==> config.mk <==
export PLATFORM = sky130hd
export DESIGN_NAME = midpoint_circle_rasterizer_core
export DESIGN_NICKNAME = d
export VERILOG_FILES = /design/src/design/mcr_pkg.sv /design/src/design/mcr_queue.sv /design/src/design/mcr_front.sv /design/src/design/mcr_back.sv /design/src/design/midpoint_circle_rasterizer_core.sv
export SDC_FILE = /design/constraint.sdc
export NUM_CORES = 2
export LEC_CHECK = 0
export BUFFER_PORTS_ARGS = -buffer_cell sky130_fd_sc_hd__clkbuf_2
export CAP_MARGIN = 5
export CORE_ASPECT_RATIO = 0.7
export CORE_UTILIZATION = 60
export DETAILED_ROUTE_END_ITERATION = 10
export GPL_ROUTABILITY_DRIVEN = 0
export HOLD_SLACK_MARGIN = 0.12
export PLACE_DENSITY = 0.75
export SLEW_MARGIN = 20
export SYNTH_ARGS = -nofsm -noshare
export SYNTH_HDL_FRONTEND = slang
export SYNTH_HIERARCHICAL = 1
export SYNTH_SLANG_ARGS = --single-unit
==> constraint.sdc <==
create_clock -name i_clk -period 16 [get_ports i_clk]
set_input_delay 1.6 -clock i_clk [delete_from_list [all_inputs] [get_ports i_clk]]
set_output_delay 1.6 -clock i_clk [all_outputs]
set_load 0.01 [all_outputs]
==> src/design/mcr_pkg.sv <==
// ============================================================================
// mcr_pkg
// Shared types and constants of the midpoint circle rasteriser: field widths,
// command codes, configuration register indexes and reset values.
// ============================================================================
package mcr_pkg;

    // Widths of the fixed-size fields.
    localparam int CLIP_W     = 13;
    localparam int ADDR_W     = 32;
    localparam int PITCH_W    = 16;
    localparam int COLOR_W    = 16;
    localparam int DEC_W      = 16;
    localparam int CFG_IDX_W  = 3;
    localparam int CFG_DATA_W = 32;

    // Depth of the job queue between the front and back parts (power of two).
    localparam int QUEUE_DEPTH = 4;

    // Command codes of an input beat.
    localparam logic CMD_START = 1'b0;
    localparam logic CMD_STEP  = 1'b1;

    // Constants of the midpoint decision variable.
    localparam logic [DEC_W-1:0] DEC_INIT = 16'd3;
    localparam logic [DEC_W-1:0] DEC_BIAS = 16'd2;

    // Configuration register indexes.
    typedef enum logic [CFG_IDX_W-1:0] {
        CFG_CLIP_LEFT   = 3'd0,
        CFG_CLIP_RIGHT  = 3'd1,
        CFG_CLIP_TOP    = 3'd2,
        CFG_CLIP_BOTTOM = 3'd3,
        CFG_FRAME_BASE  = 3'd4,
        CFG_LINE_PITCH  = 3'd5
    } t_cfg_idx;

    // Reset values of the configuration registers.
    localparam logic signed [CLIP_W-1:0] CLIP_LEFT_RST   = 13'sd0;
    localparam logic signed [CLIP_W-1:0] CLIP_RIGHT_RST  = 13'sd639;
    localparam logic signed [CLIP_W-1:0] CLIP_TOP_RST    = 13'sd0;
    localparam logic signed [CLIP_W-1:0] CLIP_BOTTOM_RST = 13'sd479;
    localparam logic [ADDR_W-1:0]        FRAME_BASE_RST  = 32'd0;
    localparam logic [PITCH_W-1:0]       LINE_PITCH_RST  = 16'd1280;

    // Clip window handed from the register file to the pixel pipeline.
    typedef struct packed {
        logic signed [CLIP_W-1:0] left;
        logic signed [CLIP_W-1:0] right;
        logic signed [CLIP_W-1:0] top;
        logic signed [CLIP_W-1:0] bottom;
    } t_clip_win;

endpackage

==> src/design/mcr_queue.sv <==
// ============================================================================
// mcr_queue
// Small first-in first-out queue of jobs between the command front end and
// the pixel back end, built from flip-flops.
// ============================================================================
module mcr_queue #(
    parameter int WIDTH = 66,
    parameter int DEPTH = 4
) (
    input  logic             i_clk,
    input  logic             i_rst_n,
    input  logic             i_push_valid,
    output logic             o_push_ready,
    input  logic [WIDTH-1:0] i_push_data,
    output logic             o_pop_valid,
    input  logic             i_pop_ready,
    output logic [WIDTH-1:0] o_pop_data
);

    localparam int PTR_W = (DEPTH > 1) ? $clog2(DEPTH) : 1;
    localparam int CNT_W = $clog2(DEPTH + 1);

    logic [WIDTH-1:0] r_mem [DEPTH];
    logic [PTR_W-1:0] r_wr_ptr;
    logic [PTR_W-1:0] r_rd_ptr;
    logic [CNT_W-1:0] r_count;
    logic             push;
    logic             pop;

    // Handshake decode.
    assign o_push_ready = (r_count != CNT_W'(DEPTH));
    assign o_pop_valid  = (r_count != '0);
    assign push         = i_push_valid && o_push_ready;
    assign pop          = o_pop_valid && i_pop_ready;
    assign o_pop_data   = r_mem[r_rd_ptr];

    // Pointers and fill count.
    always_ff @(posedge i_clk) begin
        if (!i_rst_n) begin
            r_wr_ptr <= '0;
            r_rd_ptr <= '0;
            r_count  <= '0;
        end else begin
            if (push) begin
                r_wr_ptr <= (r_wr_ptr == PTR_W'(DEPTH - 1)) ? '0 : r_wr_ptr + 1'b1;
            end
            if (pop) begin
                r_rd_ptr <= (r_rd_ptr == PTR_W'(DEPTH - 1)) ? '0 : r_rd_ptr + 1'b1;
            end
            if (push && !pop) begin
                r_count <= r_count + 1'b1;
            end else if (pop && !push) begin
                r_count <= r_count - 1'b1;
            end
        end
    end

    // Entry storage.
    always_ff @(posedge i_clk) begin
        if (push) begin
            r_mem[r_wr_ptr] <= i_push_data;
        end
    end

endmodule

==> src/design/mcr_front.sv <==
// ============================================================================
// mcr_front
// Command front end: takes start and step beats, keeps the circle state and
// the midpoint decision variable, and queues one job per beat that yields
// pixels.
// ============================================================================
module mcr_front #(
    parameter int COORD_BITS = 12
) (
    input  logic                            i_clk,
    input  logic                            i_rst_n,
    input  logic                            i_valid,
    output logic                            o_ready,
    input  logic                            i_cmd,
    input  logic signed [COORD_BITS-1:0]    i_center_x,
    input  logic signed [COORD_BITS-1:0]    i_center_y,
    input  logic signed [COORD_BITS-1:0]    i_radius,
    input  logic [mcr_pkg::COLOR_W-1:0]     i_color,
    output logic                            o_job_valid,
    input  logic                            i_job_ready,
    output logic [2+4*COORD_BITS+mcr_pkg::COLOR_W-1:0] o_job_data
);

    localparam int C     = COORD_BITS;
    localparam int DEC_W = mcr_pkg::DEC_W;

    typedef struct packed {
        logic                            single;
        logic                            done;
        logic signed [C-1:0]             cx;
        logic signed [C-1:0]             cy;
        logic [C-1:0]                    major;
        logic [C-1:0]                    minor;
        logic [mcr_pkg::COLOR_W-1:0]     color;
    } t_job;

    logic signed [C-1:0]         r_centre_col;
    logic signed [C-1:0]         r_centre_row;
    logic [mcr_pkg::COLOR_W-1:0] r_pen_color;
    logic [C-1:0]                r_major;
    logic [C-1:0]                r_minor;
    logic [DEC_W-1:0]            r_dec;
    logic                        r_active;

    logic                        accept;
    logic [C-1:0]                mag;
    logic                        mag_zero;
    logic                        mag_one;
    logic [DEC_W-1:0]            dec_init;
    logic [C-1:0]                minor_next;
    logic [C-1:0]                major_next;
    logic [DEC_W-1:0]            four_minor;
    logic [DEC_W-1:0]            four_major;
    logic [DEC_W-1:0]            dec_next;
    logic                        step_done;
    t_job                        job;

    assign o_ready = i_job_ready;
    assign accept  = i_valid && i_job_ready;

    // Radius magnitude; the most negative value keeps its bit pattern.
    always_comb begin
        mag      = i_radius[C-1] ? C'(~i_radius + 1'b1) : C'(i_radius);
        mag_zero = (mag == '0);
        mag_one  = (mag == C'(1));
        dec_init = mcr_pkg::DEC_INIT - DEC_W'({mag, 1'b0});
    end

    // One midpoint step: the minor offset always advances, the major offset
    // only when the decision variable is not negative.
    always_comb begin
        minor_next = r_minor + 1'b1;
        major_next = r_dec[DEC_W-1] ? r_major : r_major - 1'b1;
        four_minor = DEC_W'({minor_next, 2'b00});
        four_major = DEC_W'({major_next, 2'b00});
        if (r_dec[DEC_W-1]) begin
            dec_next = r_dec + four_minor + mcr_pkg::DEC_BIAS;
        end else begin
            dec_next = r_dec - four_major + four_minor + mcr_pkg::DEC_BIAS;
        end
        step_done = (major_next < minor_next);
    end

    // Job built from the current beat.
    always_comb begin
        job         = '0;
        o_job_valid = 1'b0;
        case (i_cmd)
            mcr_pkg::CMD_START: begin
                job.single  = 1'b1;
                job.done    = 1'b1;
                job.cx      = i_center_x;
                job.cy      = i_center_y;
                job.color   = i_color;
                o_job_valid = i_valid && mag_one;
            end
            mcr_pkg::CMD_STEP: begin
                o_job_valid = i_valid;
                if (r_active) begin
                    job.done  = step_done;
                    job.cx    = r_centre_col;
                    job.cy    = r_centre_row;
                    job.major = r_major;
                    job.minor = r_minor;
                    job.color = r_pen_color;
                end else begin
                    job.single = 1'b1;
                    job.done   = 1'b1;
                end
            end
            default: begin
                job = '0;
            end
        endcase
    end

    assign o_job_data = job;

    // Circle state.
    always_ff @(posedge i_clk) begin
        if (!i_rst_n) begin
            r_centre_col <= '0;
            r_centre_row <= '0;
            r_pen_color  <= '0;
            r_major      <= '0;
            r_minor      <= '0;
            r_dec        <= '0;
            r_active     <= 1'b0;
        end else if (accept) begin
            case (i_cmd)
                mcr_pkg::CMD_START: begin
                    r_centre_col <= i_center_x;
                    r_centre_row <= i_center_y;
                    r_pen_color  <= i_color;
                    r_active     <= !(mag_zero || mag_one);
                    if (!(mag_zero || mag_one)) begin
                        r_major <= mag;
                        r_minor <= '0;
                        r_dec   <= dec_init;
                    end
                end
                mcr_pkg::CMD_STEP: begin
                    if (r_active) begin
                        r_major  <= major_next;
                        r_minor  <= minor_next;
                        r_dec    <= dec_next;
                        r_active <= !step_done;
                    end
                end
                default: begin
                    r_active <= r_active;
                end
            endcase
        end
    end

endmodule

==> src/design/mcr_back.sv <==
// ============================================================================
// mcr_back
// Pixel back end: expands each queued job into one or eight mirrored pixels
// and runs them through a three-stage pipeline (generate, multiply and clip,
// address sum) into the output register.
// ============================================================================
module mcr_back #(
    parameter int COORD_BITS = 12
) (
    input  logic                               i_clk,
    input  logic                               i_rst_n,
    input  mcr_pkg::t_clip_win                 i_clip,
    input  logic [mcr_pkg::ADDR_W-1:0]         i_frame_base,
    input  logic [mcr_pkg::PITCH_W-1:0]        i_line_pitch,
    input  logic                               i_job_valid,
    output logic                               o_job_ready,
    input  logic [2+4*COORD_BITS+mcr_pkg::COLOR_W-1:0] i_job_data,
    output logic                               o_valid,
    input  logic                               i_ready,
    output logic signed [COORD_BITS:0]         o_pixel_x,
    output logic signed [COORD_BITS:0]         o_pixel_y,
    output logic [mcr_pkg::ADDR_W-1:0]         o_pixel_address,
    output logic [mcr_pkg::COLOR_W-1:0]        o_pixel_color,
    output logic                               o_write_enable,
    output logic                               o_last,
    output logic                               o_done_res
);

    localparam int C      = COORD_BITS;
    localparam int PIX_W  = COORD_BITS + 1;
    localparam int ADDR_W = mcr_pkg::ADDR_W;
    localparam int CLIP_W = mcr_pkg::CLIP_W;
    localparam int PROD_W = PIX_W + mcr_pkg::PITCH_W + 1;
    localparam int EXT_W  = ADDR_W + PROD_W;
    localparam int CMP_W  = ((PIX_W > CLIP_W) ? PIX_W : CLIP_W) + 1;

    typedef struct packed {
        logic                            single;
        logic                            done;
        logic signed [C-1:0]             cx;
        logic signed [C-1:0]             cy;
        logic [C-1:0]                    major;
        logic [C-1:0]                    minor;
        logic [mcr_pkg::COLOR_W-1:0]     color;
    } t_job;

    t_job                         head;
    logic [2:0]                   r_k;
    logic                         last_pix;
    logic                         gen_fire;
    logic                         can_g;
    logic                         can_p;
    logic                         can_o;
    logic signed [PIX_W-1:0]      cx_e;
    logic signed [PIX_W-1:0]      cy_e;
    logic signed [PIX_W-1:0]      off_x;
    logic signed [PIX_W-1:0]      off_y;
    logic signed [PIX_W-1:0]      gen_x;
    logic signed [PIX_W-1:0]      gen_y;

    // Generate stage registers.
    logic                         r_g_valid;
    logic signed [PIX_W-1:0]      r_g_x;
    logic signed [PIX_W-1:0]      r_g_y;
    logic [mcr_pkg::COLOR_W-1:0]  r_g_color;
    logic                         r_g_last;
    logic                         r_g_done;

    // Multiply and clip stage registers.
    logic                         r_p_valid;
    logic signed [PIX_W-1:0]      r_p_x;
    logic signed [PIX_W-1:0]      r_p_y;
    logic signed [PROD_W-1:0]     r_p_prod;
    logic                         r_p_we;
    logic [mcr_pkg::COLOR_W-1:0]  r_p_color;
    logic                         r_p_last;
    logic                         r_p_done;

    // Output registers.
    logic                         r_o_valid;
    logic signed [PIX_W-1:0]      r_o_x;
    logic signed [PIX_W-1:0]      r_o_y;
    logic [ADDR_W-1:0]            r_o_addr;
    logic [mcr_pkg::COLOR_W-1:0]  r_o_color;
    logic                         r_o_we;
    logic                         r_o_last;
    logic                         r_o_done;

    logic signed [PROD_W-1:0]     prod;
    logic signed [CMP_W-1:0]      xc;
    logic signed [CMP_W-1:0]      yc;
    logic                         we;
    logic signed [EXT_W-1:0]      prod_ext;
    logic signed [ADDR_W-1:0]     x_ext;
    logic [ADDR_W-1:0]            addr;

    // Stage advance: a stage moves on when the one after it is free or moving.
    assign can_o = !r_o_valid || i_ready;
    assign can_p = !r_p_valid || can_o;
    assign can_g = !r_g_valid || can_p;

    // Pixel selection from the job at the head of the queue. Bit 1 of the
    // pixel counter swaps the offsets, bit 0 mirrors the column and bit 2
    // mirrors the row.
    always_comb begin
        head     = t_job'(i_job_data);
        last_pix = head.single || (r_k == 3'd7);
        gen_fire = i_job_valid && can_g;
        cx_e     = PIX_W'(head.cx);
        cy_e     = PIX_W'(head.cy);
        off_x    = $signed({1'b0, (r_k[1] ? head.minor : head.major)});
        off_y    = $signed({1'b0, (r_k[1] ? head.major : head.minor)});
        gen_x    = r_k[0] ? cx_e - off_x : cx_e + off_x;
        gen_y    = r_k[2] ? cy_e - off_y : cy_e + off_y;
    end

    assign o_job_ready = gen_fire && last_pix;

    // Generate stage.
    always_ff @(posedge i_clk) begin
        if (!i_rst_n) begin
            r_k       <= '0;
            r_g_valid <= 1'b0;
        end else if (can_g) begin
            r_g_valid <= gen_fire;
            if (gen_fire) begin
                r_k <= last_pix ? 3'd0 : r_k + 1'b1;
            end
        end
    end

    always_ff @(posedge i_clk) begin
        if (gen_fire) begin
            r_g_x     <= gen_x;
            r_g_y     <= gen_y;
            r_g_color <= head.color;
            r_g_last  <= last_pix;
            r_g_done  <= head.done;
        end
    end

    // Row offset product and clip window test.
    always_comb begin
        prod = r_g_y * $signed({1'b0, i_line_pitch});
        xc   = CMP_W'(r_g_x);
        yc   = CMP_W'(r_g_y);
        we   = (xc >= CMP_W'(i_clip.left)) && (xc <= CMP_W'(i_clip.right)) &&
               (yc >= CMP_W'(i_clip.top))  && (yc <= CMP_W'(i_clip.bottom));
    end

    always_ff @(posedge i_clk) begin
        if (!i_rst_n) begin
            r_p_valid <= 1'b0;
        end else if (can_p) begin
            r_p_valid <= r_g_valid;
        end
    end

    always_ff @(posedge i_clk) begin
        if (can_p && r_g_valid) begin
            r_p_x     <= r_g_x;
            r_p_y     <= r_g_y;
            r_p_prod  <= prod;
            r_p_we    <= we;
            r_p_color <= r_g_color;
            r_p_last  <= r_g_last;
            r_p_done  <= r_g_done;
        end
    end

    // Byte address, wrapping modulo the address width.
    always_comb begin
        prod_ext = EXT_W'(r_p_prod);
        x_ext    = ADDR_W'(r_p_x);
        addr     = i_frame_base + prod_ext[ADDR_W-1:0] + {x_ext[ADDR_W-2:0], 1'b0};
    end

    always_ff @(posedge i_clk) begin
        if (!i_rst_n) begin
            r_o_valid <= 1'b0;
        end else if (can_o) begin
            r_o_valid <= r_p_valid;
        end
    end

    always_ff @(posedge i_clk) begin
        if (can_o && r_p_valid) begin
            r_o_x     <= r_p_x;
            r_o_y     <= r_p_y;
            r_o_addr  <= addr;
            r_o_color <= r_p_color;
            r_o_we    <= r_p_we;
            r_o_last  <= r_p_last;
            r_o_done  <= r_p_done;
        end
    end

    assign o_valid         = r_o_valid;
    assign o_pixel_x       = r_o_x;
    assign o_pixel_y       = r_o_y;
    assign o_pixel_address = r_o_addr;
    assign o_pixel_color   = r_o_color;
    assign o_write_enable  = r_o_we;
    assign o_last          = r_o_last;
    assign o_done_res      = r_o_done;

endmodule

==> src/design/midpoint_circle_rasterizer_core.sv <==
// ============================================================================
// midpoint_circle_rasterizer_core
// Midpoint circle rasteriser with a clip window and frame-buffer addressing.
// ============================================================================
// Usage:
// Input beats arrive on i_valid/o_ready. A start beat (i_cmd low) loads the
// centre, the magnitude of the radius and the colour; a radius of one yields
// the centre pixel alone and a radius of zero yields nothing. Each step beat
// yields the eight mirrored pixels of the next octant point, or a single
// idle pixel marked done when no circle is active.
// Pixel beats leave on o_valid/i_ready, one per cycle at most; the back end's
// pixel counter walks the eight pixels of a step one after another. The front
// end accepts one beat per cycle while its 4-entry job queue has room. The
// first pixel of a beat passes the job queue and the generate, multiply and
// clip and output registers, and leaves no earlier than the following edge.
// When the receiver stalls, the pipeline and queue fill and o_ready drops.
// Configuration is written through i_cfg_we/i_cfg_index/i_cfg_data while the
// block is idle. Synchronous reset clears the queue, the pipeline and the
// active circle, and restores the register defaults.
// ============================================================================
module midpoint_circle_rasterizer_core #(
    parameter int COORD_BITS = 12
) (
    input  logic                                i_clk,
    input  logic                                i_rst_n,
    input  logic                                i_cfg_we,
    input  logic [mcr_pkg::CFG_IDX_W-1:0]       i_cfg_index,
    input  logic [mcr_pkg::CFG_DATA_W-1:0]      i_cfg_data,
    input  logic                                i_valid,
    output logic                                o_ready,
    input  logic                                i_cmd,
    input  logic signed [COORD_BITS-1:0]        i_center_x,
    input  logic signed [COORD_BITS-1:0]        i_center_y,
    input  logic signed [COORD_BITS-1:0]        i_radius,
    input  logic [mcr_pkg::COLOR_W-1:0]         i_color,
    output logic                                o_valid,
    input  logic                                i_ready,
    output logic signed [COORD_BITS:0]          o_pixel_x,
    output logic signed [COORD_BITS:0]          o_pixel_y,
    output logic [mcr_pkg::ADDR_W-1:0]          o_pixel_address,
    output logic [mcr_pkg::COLOR_W-1:0]         o_pixel_color,
    output logic                                o_write_enable,
    output logic                                o_last,
    output logic                                o_done_res
);

    localparam int JOB_W = 2 + 4 * COORD_BITS + mcr_pkg::COLOR_W;

    mcr_pkg::t_clip_win                 r_clip;
    logic [mcr_pkg::ADDR_W-1:0]         r_frame_base;
    logic [mcr_pkg::PITCH_W-1:0]        r_line_pitch;

    logic                               push_valid;
    logic                               push_ready;
    logic [JOB_W-1:0]                   push_data;
    logic                               pop_valid;
    logic                               pop_ready;
    logic [JOB_W-1:0]                   pop_data;

    // Configuration registers; indexes beyond the list are ignored.
    always_ff @(posedge i_clk) begin
        if (!i_rst_n) begin
            r_clip.left   <= mcr_pkg::CLIP_LEFT_RST;
            r_clip.right  <= mcr_pkg::CLIP_RIGHT_RST;
            r_clip.top    <= mcr_pkg::CLIP_TOP_RST;
            r_clip.bottom <= mcr_pkg::CLIP_BOTTOM_RST;
            r_frame_base  <= mcr_pkg::FRAME_BASE_RST;
            r_line_pitch  <= mcr_pkg::LINE_PITCH_RST;
        end else if (i_cfg_we) begin
            case (i_cfg_index)
                mcr_pkg::CFG_CLIP_LEFT: begin
                    r_clip.left <= $signed(i_cfg_data[mcr_pkg::CLIP_W-1:0]);
                end
                mcr_pkg::CFG_CLIP_RIGHT: begin
                    r_clip.right <= $signed(i_cfg_data[mcr_pkg::CLIP_W-1:0]);
                end
                mcr_pkg::CFG_CLIP_TOP: begin
                    r_clip.top <= $signed(i_cfg_data[mcr_pkg::CLIP_W-1:0]);
                end
                mcr_pkg::CFG_CLIP_BOTTOM: begin
                    r_clip.bottom <= $signed(i_cfg_data[mcr_pkg::CLIP_W-1:0]);
                end
                mcr_pkg::CFG_FRAME_BASE: begin
                    r_frame_base <= i_cfg_data[mcr_pkg::ADDR_W-1:0];
                end
                mcr_pkg::CFG_LINE_PITCH: begin
                    r_line_pitch <= i_cfg_data[mcr_pkg::PITCH_W-1:0];
                end
                default: begin
                    r_line_pitch <= r_line_pitch;
                end
            endcase
        end
    end

    // Command front end.
    mcr_front #(
        .COORD_BITS (COORD_BITS)
    ) u_front (
        .i_clk       (i_clk),
        .i_rst_n     (i_rst_n),
        .i_valid     (i_valid),
        .o_ready     (o_ready),
        .i_cmd       (i_cmd),
        .i_center_x  (i_center_x),
        .i_center_y  (i_center_y),
        .i_radius    (i_radius),
        .i_color     (i_color),
        .o_job_valid (push_valid),
        .i_job_ready (push_ready),
        .o_job_data  (push_data)
    );

    // Job queue.
    mcr_queue #(
        .WIDTH (JOB_W),
        .DEPTH (mcr_pkg::QUEUE_DEPTH)
    ) u_queue (
        .i_clk        (i_clk),
        .i_rst_n      (i_rst_n),
        .i_push_valid (push_valid),
        .o_push_ready (push_ready),
        .i_push_data  (push_data),
        .o_pop_valid  (pop_valid),
        .i_pop_ready  (pop_ready),
        .o_pop_data   (pop_data)
    );

    // Pixel back end.
    mcr_back #(
        .COORD_BITS (COORD_BITS)
    ) u_back (
        .i_clk           (i_clk),
        .i_rst_n         (i_rst_n),
        .i_clip          (r_clip),
        .i_frame_base    (r_frame_base),
        .i_line_pitch    (r_line_pitch),
        .i_job_valid     (pop_valid),
        .o_job_ready     (pop_ready),
        .i_job_data      (pop_data),
        .o_valid         (o_valid),
        .i_ready         (i_ready),
        .o_pixel_x       (o_pixel_x),
        .o_pixel_y       (o_pixel_y),
        .o_pixel_address (o_pixel_address),
        .o_pixel_color   (o_pixel_color),
        .o_write_enable  (o_write_enable),
        .o_last          (o_last),
        .o_done_res      (o_done_res)
    );

endmodule

==> flow_summary.ini <==
[hold_path]
hp-class = reg -> reg
min-delay-start = u_back/r_g_color[4]

[setup_path]
critPathTopFamily = adder cells
setup.worst_path.start = u_back/r_g_y[12]
reg2reg_from = u_back/r_g_y[12]
slowest_delay_ns = 1.05
cp.required_ns = 16.36
crit_arrival_ns = 6.78
path_max_fanout = 21
crit_chain = nand2b_1 > fa_1 > fa_1 > fa_1 > fa_1 > fa_1 > inv_1 > fa_1 > ha_1 > nand3_1 > o211ai_1 > a21oi_1 > a31oi_1 > a21o_1 > a31oi_1 > xnor2_1
crit_path_end_kind = flip-flop
crit_top_cell = fa_1
regToRegSetupSlack_ns = 9.58
crit_slowest_cell = edfxtp_1
crit_buf_inv = 1
crit_path_start_kind = flip-flop
crit_type = reg -> reg

[yosys]
synthesis.nets = 4009
yosysSeqAreaShare = 0.4520
synthArstFlopShare = 0
syn_inst = 3455
syn_area_um2 = 39200
syn_avg_cell_area_um2 = 11.35
yosys_warnings = 6
yosysUniqueCellTypes = 91
ys_ff_latch = 655
synth-edff-count = 460
ys.flop_type = edfxtp_1

[pwr]
clkPwrFrac = 0.181
pwr-share-seq = 0.294
p_int_mw = 5.125
power_mw = 8.815
p_per_area_nw_per_um2 = 205.6
pwr-share-comb = 0.525
switching_share = 0.4186
cellLeakagePower_nw = 17.38
power_switching_mw = 3.690
vdd_drop_max_v = 0.0002620

[clocking]
cts.sinks = 655
clk_root_buffer_cell = clkbuf_16
ctsResizeCount = 0
clock_path_buffers = 3
ctsHoldBuffers = 0
post_cts_buffers = 0
cts_tree = done
clock_latency_ns = 0.62
htree_num_levels = 3
path_clk_slew_ns = 0.06
cts_buffers = 66

[grt]
grt_max_degree = 96
track_usage = 0.2954
grt_pass1_vias = 26930
grt-ovfl-total = 0
grt_pass1_wl_um = 151300
antenna_found_initial = 11

[layout]
drive_gt1_frac = 0.1126
layout.nets = 4118
layoutNonFillerInstCount = 4486
mostFrequentLayoutCell = edfxtp_1
final_cell_mix = 460 x edfxtp_1, 418 x nand2_1, 350 x inv_1
area_growth_pct = 9.378
fillers = 4645

[timing]
max-slew-margin-rel = 0.2787
rsz0062_at_grt = false
fin_ws_ns = 9.580
skew_ns = 0.02975
drv_slew = 0
clock.fmax_mhz = 155.8
setup_viol = 0
setup-tns-final_ns = 0
period_share = 0.4012
tightest_slew_ns = 1.082
hold_viol = 0
period_needed_ns = 6.420

[floorplan]
fp.dieW_um = 307.5
rows = 77
initial_core_util = 0.6137
die_h_um = 215.8
core_um2 = 63880
io_pins = 172
die-area_um2 = 66370

[detailed_routing]
routed_wl_um = 96290
vias = 27120
dr_wl_met3_um = 10840
wl_met2_um = 40760
top_layer = met5
antenna_left = 0
met1_length_um = 42790
post-route-drc-count = 0
via_per_inst = 6.046
drtPass1Iterations = 6
dr.first_iter.drc_count = 2741
wl_per_cell_um = 21.47

[place]
place_inst = 4364
post-place-ws_ns = 9.676
io_buffer_count = 171
place_hpwl_um = 69040

[job]
maxCapViolations = 0

[status]
outcome = finished clean
[synth_stat cells (41+ instances only)]
library cell	instances	area [µm²]
nand2_1	418	1569
nor2b_1	57	356.6
clkbuf_1	102	382.9
ha_1	261	3266
inv_1	352	1321
nor2_1	114	427.9
o21ai_0	126	630.6
mux4_2	66	1486
mux2i_1	130	1301
a21o_1	41	307.8
a21oi_1	168	840.8
nand3_1	81	405.4
and2_1	74	462.9
xor2_1	56	490.5
xnor2_1	99	867.1
dfxtp_1	195	3904
edfxtp_1	460	13810
fa_1	200	4004
[through the flow]
step	hold slack, ns	instance area, µm²	utilization
final	0.3891	42870	0.6712
after global routing	0.4114	42870	0.6711
after CTS	0.3869	42840	0.6707
after detailed placement	0.4045	40640	0.6362
after global placement	0.4058	40640	0.6362
after floorplan	0.4003	39200	-
[power groups by stage]
| stage | Clock [mW] | Sequential [mW] | Combinational (mW) |
|---|---|---|---|
| 5_1_grt | 1.68 | 2.61 | 5.15 |
| 4_1_cts | 1.62 | 2.58 | 4.54 |
| 6_report | 1.60 | 2.59 | 4.63 |
| 3_3_place_gp | 0 | 2.60 | 4.31 |
| 3_5_place_dp | 0 | 2.61 | 4.48 |
| 2_1_floorplan | 0 | 2.49 | 3.46 |
[worst register-to-register path: stages, from the launching register on]
cell,delay [ns]
edfxtp_1,1.05
nand2b_1,0.21
fa_1,0.55
fa_1,0.52
fa_1,0.52
fa_1,0.53
fa_1,0.56
inv_1,0.05
fa_1,0.39
ha_1,0.42
nand3_1,0.15
o211ai_1,0.27
a21oi_1,0.14
a31oi_1,0.39
a21o_1,0.18
a31oi_1,0.09
xnor2_1,0.15
[cells by family after synthesis]
kind of cell | count (synthesis) | synth area share
and+or+nand+nor | 939 | 0.1149
DFF | 655 | 0.4520
AOI/OAI and AO/OA | 540 | 0.08842
buffers and inverters | 504 | 0.05190
adders and majority gates | 461 | 0.1855
muxes | 200 | 0.07227
xor gates and xnor gates | 156 | 0.03505
[flip-flops by register name, summed over array words and instances, names as in the netlist, 15 cells and up, named ones only]
signal	cells
u_back/r_p_color	16
u_back/r_p_prod	30
r_frame_base	32
u_back/r_g_color	16
u_back/o_pixel_address	32
u_front/r_pen_color	16
r_clip	52
u_back/o_pixel_color	16
u_front/r_dec	15
u_queue/r_mem	264
r_line_pitch	16
[path summary, 6_finish.rpt]
path                               to  cells after the start
hold reg to reg   u_back/r_p_color[4]                      0
setup / recovery  u_back/r_p_prod[26]                     16
hold / removal    u_back/r_p_color[4]                      0
setup reg to reg  u_back/r_p_prod[26]                     16
[routing by layer]
metal,global-route usage,vias to the layer above
li1,-,12320
met1,0.4392,13330
met2,0.4295,1293
met3,0.08789,170
met4,0.06136,14
met5,0,-
[final cells by class]
cell class                      instances  area (µm²)  share of cell area
Antenna cell                            2       5.005           0.0001167
Clock buffer                           91        1859             0.04337
Clock inverter                         28       345.3            0.008055
Inverter                              353        1326             0.03093
Multi-Input combinational cell       2296       19480              0.4544
Sequential cell                       655       17720              0.4134
Tap cell                              869        1087             0.02536
Timing Repair Buffer                  192        1042             0.02431
No activity file was read; power rests on OpenSTA's default activity.
